## config.mk

```make
export PLATFORM = sky130hd
export DESIGN_NAME = lsc_round
export DESIGN_NICKNAME = d
export VERILOG_FILES = /design/src/design/lsc_pkg.sv /design/src/design/lsc_round.sv
export SDC_FILE = /design/constraint.sdc
export NUM_CORES = 2
export LEC_CHECK = 0
export ABC_AREA = 1
export BUFFER_PORTS_ARGS = -buffer_cell sky130_fd_sc_hd__buf_2
export CORE_AREA = 2 2 627 317
export CTS_CLUSTER_DIAMETER = 100
export DETAILED_ROUTE_END_ITERATION = 16
export DIE_AREA = 0 0 629 319
export PLACE_DENSITY = 0.66
export SETUP_SLACK_MARGIN = 0.2
export SLEW_MARGIN = 20
export SYNTH_ARGS = -nofsm -noshare
export SYNTH_HDL_FRONTEND = slang
export SYNTH_SLANG_ARGS = --single-unit
```

## constraint.sdc

```tcl
create_clock -name clk_i -period 14.45 [get_ports clk_i]
set_clock_uncertainty 0.05 [all_clocks]
set_input_delay 3.6125 -clock clk_i [delete_from_list [all_inputs] [get_ports clk_i]]
set_output_delay 3.6125 -clock clk_i [all_outputs]
set_load 0.01 [all_outputs]
```

## src/design/lsc_pkg.sv

```systemverilog
package lsc_pkg;

  // Coordinate width default and the widest coordinate the outcode helper takes
  localparam int unsigned CoordBitsDef = 12;
  localparam int unsigned MaxCoordBits = 16;

  // Window reset values
  localparam int ResetLow  = 100;
  localparam int ResetHigh = 200;

  // Configuration register indexes
  localparam logic [1:0] RegLeft   = 2'd0;
  localparam logic [1:0] RegRight  = 2'd1;
  localparam logic [1:0] RegBottom = 2'd2;
  localparam logic [1:0] RegTop    = 2'd3;

  // Outcode bits
  localparam logic [3:0] CodeLeft  = 4'b1000;
  localparam logic [3:0] CodeRight = 4'b0100;
  localparam logic [3:0] CodeBelow = 4'b0010;
  localparam logic [3:0] CodeAbove = 4'b0001;

  // Clip rounds unrolled into the pipeline
  localparam int unsigned NumRounds = 4;

  typedef enum logic [1:0] {
    VerdictInside  = 2'd0,
    VerdictReject  = 2'd1,
    VerdictClipped = 2'd2
  } lsc_verdict_e;

  function automatic logic [3:0] outcode(
    input logic signed [MaxCoordBits-1:0] x,
    input logic signed [MaxCoordBits-1:0] y,
    input logic signed [MaxCoordBits-1:0] l,
    input logic signed [MaxCoordBits-1:0] r,
    input logic signed [MaxCoordBits-1:0] b,
    input logic signed [MaxCoordBits-1:0] t
  );
    logic [3:0] c;
    c = 4'b0000;
    if (x < l) begin
      c = c | CodeLeft;
    end else if (x > r) begin
      c = c | CodeRight;
    end
    if (y < b) begin
      c = c | CodeBelow;
    end else if (y > t) begin
      c = c | CodeAbove;
    end
    return c;
  endfunction

endpackage

```

## src/design/lsc_round.sv

```systemverilog
module lsc_round #(
  parameter int unsigned CoordBits = lsc_pkg::CoordBitsDef,
  localparam int unsigned ItemW = 4 * CoordBits + 19
) (
  input  logic                        clk_i,
  input  logic                        rst_ni,
  input  logic                        en_i,
  input  logic                        vld_i,
  input  logic [ItemW-1:0]            item_i,
  input  logic signed [CoordBits-1:0] win_l_i,
  input  logic signed [CoordBits-1:0] win_r_i,
  input  logic signed [CoordBits-1:0] win_b_i,
  input  logic signed [CoordBits-1:0] win_t_i,
  output logic                        vld_o,
  output logic [ItemW-1:0]            item_o
);
  import lsc_pkg::*;

  localparam int unsigned DW  = CoordBits + 1;
  localparam int unsigned PW  = 2 * DW;
  localparam int unsigned QW  = DW;
  localparam int unsigned NSt = QW + 3;

  typedef struct packed {
    logic signed [CoordBits-1:0] x0;
    logic signed [CoordBits-1:0] y0;
    logic signed [CoordBits-1:0] x1;
    logic signed [CoordBits-1:0] y1;
    logic [3:0]                  c0;
    logic [3:0]                  c1;
    logic [3:0]                  sc;
    logic [3:0]                  ec;
    logic                        done;
    lsc_verdict_e                verdict;
  } item_t;

  typedef struct packed {
    item_t                       it;
    logic                        first;
    logic                        fix_y;
    logic signed [CoordBits-1:0] fixv;
    logic signed [CoordBits-1:0] base;
    logic signed [DW-1:0]        a;
    logic signed [DW-1:0]        f;
    logic signed [DW-1:0]        den;
    logic signed [PW-1:0]        prod;
    logic [PW-1:0]               rem;
    logic [DW-1:0]               dmag;
    logic                        neg;
    logic [QW-1:0]               q;
  } work_t;

  work_t  st_d [NSt];
  work_t  st_q [NSt];
  logic   vld_q [NSt];
  item_t  out_d;
  item_t  out_q;
  logic   out_vld_q;

  // Decide the round, then pick the endpoint and edge to clip
  always_comb begin
    item_t      d;
    logic [3:0] c;
    d = item_t'(item_i);
    st_d[0] = '0;
    if (!d.done) begin
      if ((d.c0 | d.c1) == 4'b0000) begin
        d.done    = 1'b1;
        d.verdict = VerdictClipped;
      end else if ((d.c0 & d.c1) != 4'b0000) begin
        d.done    = 1'b1;
        d.verdict = VerdictReject;
      end
    end
    st_d[0].it    = d;
    st_d[0].first = (d.c0 != 4'b0000);
    c = st_d[0].first ? d.c0 : d.c1;
    if ((c & CodeAbove) != 4'b0000) begin
      st_d[0].fix_y = 1'b1;
      st_d[0].fixv  = win_t_i;
      st_d[0].base  = d.x0;
      st_d[0].a     = DW'(d.x1) - DW'(d.x0);
      st_d[0].f     = DW'(win_t_i) - DW'(d.y0);
      st_d[0].den   = DW'(d.y1) - DW'(d.y0);
    end else if ((c & CodeBelow) != 4'b0000) begin
      st_d[0].fix_y = 1'b1;
      st_d[0].fixv  = win_b_i;
      st_d[0].base  = d.x0;
      st_d[0].a     = DW'(d.x1) - DW'(d.x0);
      st_d[0].f     = DW'(win_b_i) - DW'(d.y0);
      st_d[0].den   = DW'(d.y1) - DW'(d.y0);
    end else if ((c & CodeRight) != 4'b0000) begin
      st_d[0].fix_y = 1'b0;
      st_d[0].fixv  = win_r_i;
      st_d[0].base  = d.y0;
      st_d[0].a     = DW'(d.y1) - DW'(d.y0);
      st_d[0].f     = DW'(win_r_i) - DW'(d.x0);
      st_d[0].den   = DW'(d.x1) - DW'(d.x0);
    end else begin
      st_d[0].fix_y = 1'b0;
      st_d[0].fixv  = win_l_i;
      st_d[0].base  = d.y0;
      st_d[0].a     = DW'(d.y1) - DW'(d.y0);
      st_d[0].f     = DW'(win_l_i) - DW'(d.x0);
      st_d[0].den   = DW'(d.x1) - DW'(d.x0);
    end
  end

  // Multiply the difference by the distance to the edge
  always_comb begin
    st_d[1]      = st_q[0];
    st_d[1].prod = PW'(st_q[0].a) * PW'(st_q[0].f);
  end

  // Split into magnitudes and a quotient sign
  always_comb begin
    st_d[2]      = st_q[1];
    st_d[2].rem  = st_q[1].prod[PW-1] ? PW'(-st_q[1].prod) : PW'(st_q[1].prod);
    st_d[2].dmag = st_q[1].den[DW-1] ? DW'(-st_q[1].den) : DW'(st_q[1].den);
    st_d[2].neg  = st_q[1].prod[PW-1] ^ st_q[1].den[DW-1];
    st_d[2].q    = '0;
  end

  // Restoring divider, one quotient bit per stage
  for (genvar j = 0; j < QW; j++) begin : g_div
    localparam int unsigned Bit = QW - 1 - j;
    logic [PW-1:0] shifted;
    assign shifted = PW'(st_q[2+j].dmag) << Bit;
    always_comb begin
      st_d[3+j] = st_q[2+j];
      if (st_q[2+j].rem >= shifted) begin
        st_d[3+j].rem    = st_q[2+j].rem - shifted;
        st_d[3+j].q[Bit] = 1'b1;
      end
    end
  end

  // Move the chosen endpoint onto the edge and recompute its code
  always_comb begin
    work_t                       w;
    logic signed [DW-1:0]        qv;
    logic signed [DW-1:0]        qs;
    logic signed [CoordBits-1:0] newv;
    logic signed [CoordBits-1:0] nx;
    logic signed [CoordBits-1:0] ny;
    logic [3:0]                  nc;
    w    = st_q[NSt-1];
    qv   = signed'(w.q);
    qs   = w.neg ? -qv : qv;
    newv = CoordBits'(DW'(w.base) + qs);
    nx   = w.fix_y ? newv : w.fixv;
    ny   = w.fix_y ? w.fixv : newv;
    nc   = outcode(MaxCoordBits'(nx), MaxCoordBits'(ny), MaxCoordBits'(win_l_i),
                   MaxCoordBits'(win_r_i), MaxCoordBits'(win_b_i),
                   MaxCoordBits'(win_t_i));
    out_d = w.it;
    if (!w.it.done) begin
      if (w.first) begin
        out_d.x0 = nx;
        out_d.y0 = ny;
        out_d.c0 = nc;
      end else begin
        out_d.x1 = nx;
        out_d.y1 = ny;
        out_d.c1 = nc;
      end
    end
  end

  // Advance valid bits
  always_ff @(posedge clk_i or negedge rst_ni) begin
    if (!rst_ni) begin
      for (int k = 0; k < NSt; k++) begin
        vld_q[k] <= 1'b0;
      end
      out_vld_q <= 1'b0;
    end else if (en_i) begin
      vld_q[0] <= vld_i;
      for (int k = 1; k < NSt; k++) begin
        vld_q[k] <= vld_q[k-1];
      end
      out_vld_q <= vld_q[NSt-1];
    end
  end

  // Advance payload
  always_ff @(posedge clk_i) begin
    if (en_i) begin
      for (int k = 0; k < NSt; k++) begin
        st_q[k] <= st_d[k];
      end
      out_q <= out_d;
    end
  end

  assign vld_o  = out_vld_q;
  assign item_o = ItemW'(out_q);

endmodule

```

==> impl_metrics.yaml <==
die:
  start_util_pct: 49.8
  die-area_um2: 201000
  die_w_um: 629
  die_y_um: 319
  rows: 115
  io_pins: 187
  core-area_um2: 195000
synth:
  synth_top_cell_by_area: "edfxtp_1"
  synth_edf_count: 2232
  syn_area_per_cell_um2: 13.0
  synthesis.nets: 8153
  synth_adder_area_share_pct: 8.29
  synth_mux_area_share_pct: 0.0116
  async_flop_share_pct: 0.756
  synth_top_area_share_pct: 68.9
  yosysMostFrequentCell: "edfxtp_1"
  synth_ff_type: "edfxtp_1"
  yosys-top-cells-count: "edfxtp_1 (2232), nand2_1 (1542), inv_1 (973), nor2_1 (491), ha_1 (356)"
  yosysSeqAreaShare_pct: 69.4
  synth_area_um2: 97200
  ys_warn_count: 0
  synthXorXnorAreaFrac_pct: 2.01
  ys_ff_latch: 2249
  yosys-top-cells-area: "edfxtp_1 (69%), nand2_1 (6.0%), ha_1 (4.6%)"
  synthCells: 7498
  synth_compound_area_share_pct: 4.41
  yosys.area_share.simple_pct: 11.6
  yosysUniqueCellTypes: 62
  synth_top_family_by_area: "simple AND/OR/NAND/NOR gates"
setup_path:
  crit_arrival_ns: 7.16
  crit_path_frequent_cell: "o21ai_0"
  crit_fanout: 24
  required_ns: 14.92
  cpPeakStageDelay_ns: 0.63
  worstPathCellList: "buf_2, nor2_2, nand3_1, nand2_1, o21ai_0, inv_1, ha_1, inv_1, fa_1, nand3_1, nand3_1, o21ai_0, o21ai_0, nand2_1, o21ai_0"
  start_kind: "input port"
  critPathCaptureType: "flop"
  critPathSlowestCell: "o21ai_0"
  crit_type: "input port to flop"
placed_design:
  pre_cts_ws_ns: 7.19
  port_buffers: 186
  place_hpwl_mm: 168
  place_congestion: 0.965
global_routing:
  grt_max_degree: 196
  grt.overflow.total: 0
  grt_pass1_vias: 52698
  grt_pass1_wl_mm: 335
  grt_util_all_layers_pct: 22.4
  antenna_found_initial: 25
sta:
  relSlewSlack_pct: 21.4
  finalCritPeriodShare_pct: 46.3
  finalMaxSlewViolations: 0
  setup_slack_ns: 7.76
  fin_tns_setup_ns: 0
  hold_violations: 0
  finalSetupViolCount: 0
  tightest_slew_ns: 1.17
  fmax_mhz: 149
  period_minus_slack_ns: 6.69
  rsz0062_at_grt: "false"
power_and_ir_drop:
  powerDensity_nw_per_um2: 226
  irDropWorstVdd_uv: 545
  p_leak_nw: 43.0
detailed_routing:
  post-route-drc-count: 0
  vias: 56317
  drt_iter0_markers: 6709
  drtPass1Iterations: 6
  wl_per_cell_um: 21.2
  ant_nets: 0
  viasPerCell: 5.30
  wl_mm: 225
min_path:
  min_path_type: "flop to flop"
cells_and_area:
  fillers: 16169
  syn2layout_area_growth_pct: 10.7
  drive_gt1_share_pct: 8.27
  final_nets: 8482
clocking:
  post_cts_resized: 0
  cts_setup_buffers: 0
  htreeDepth: 4
  cts_sinks: 2249
  cts_tree: "done"
  cts-root-buf: "clkbuf_16"
  ctsHoldBuffers: 0
  clock_path_buffers: 4
  numCtsBuffers: 198
  path_clk_slew_ns: 0.07
  clk_latency_ns: 0.88
run:
  cap_viol_max_count: 0
outcome:
  outcome: "finished, final reports clean"
state kept, by name, summed over array words and instances, names as in the netlist:
register,flops
st_q,2165
item_o,67
vld_q,16
vld_o,1
path summary, 6_finish.rpt:
check	start	end	slack, ns	depth (start not counted)
worst min-delay path	st_q[0][1623]$_DFFE_PP_	st_q[1][146]$_DFFE_PP_	0.30	0
worst max-delay path	item_i[16]	st_q[0][96]$_DFFE_PP_	7.76	15
max in group asynchronous	rst_ni	vld_q[8]$_DFFE_PN0P_	11.41	1
worst max register to register	st_q[0][94]$_DFFE_PP_	st_q[0][287]$_DFFE_PP_	7.92	19
min in group asynchronous	rst_ni	vld_o$_DFFE_PN0P_	2.65	1
worst min register to register	st_q[0][1623]$_DFFE_PP_	st_q[1][146]$_DFFE_PP_	0.30	0
metal layers:
layer | up-vias | GRT usage (%) | routed length, µm
li1 | 26527 | - | -
met1 | 27380 | 39.2 | 118000
met2 | 2151 | 26.3 | 79300
met3 | 257 | 6.67 | 23900
met4 | 2 | 3.98 | 3420
met5 | - | 0.284 | 79
cell families after synthesis:
kind of cell    count (synthesis)
fa+ha+maj                     536
flops                        2249
simple gates                 2655
compound gates                750
xor+xnor                      223
mux                             1
buf+inv                      1084
cell usage in the layout, fill, tap and decap left out, types with 180 or more instances in the layout:
cell type and n:
edfxtp_1 2232, nand2_1 1542, inv_1 973, nor2_1 489, ha_1 356, nand3_1 313, a21oi_1 271, o21ai_0 250
clkbuf_16 200, buf_2 185, fa_1 180
final cells by class:
class	count	area, µm²	share of cell area, %
clock inverter	111	1070	0.992
inverter	991	3720	3.46
antenna	8	20.0	0.0186
timing repair buffer	222	1330	1.24
sequential	2249	67400	62.7
multi-input combinational	4165	25600	23.8
tap	2632	3290	3.06
clock buffer	238	5150	4.78
critical path, delay by kind of cell:
family	cells	cell delay, ns
compound gates	4	1.29
fa+ha+maj	2	0.72
buf+inv	3	0.35
simple gates	6	1.18
power by group:
part | total, W | internal, W | switching, W
combinational | 0.0101 | 0.00362 | 0.00646
sequential | 0.00903 | 0.00850 | 0.000530
clock | 0.00518 | 0.00286 | 0.00232
total | 0.0243 | 0.0150 | 0.00931
metrics by stage:
| stage | total power [W] | std cells | hold slack, ns | area [µm²] | util [%] |
|---|---|---|---|---|---|
| floorplan | 0.0161 | 7498 | 0.350 | 97200 | - |
| global placement | 0.0190 | 10259 | 0.350 | 101000 | 51.9 |
| detailed placement | 0.0190 | 10259 | 0.355 | 101000 | 51.9 |
| CTS | 0.0243 | 10608 | 0.292 | 108000 | 55.1 |
| global route | 0.0261 | 10611 | 0.301 | 108000 | 55.1 |
| finish | 0.0243 | 10616 | 0.303 | 108000 | 55.1 |
Note: power is estimated with default switching activity, not from simulation.
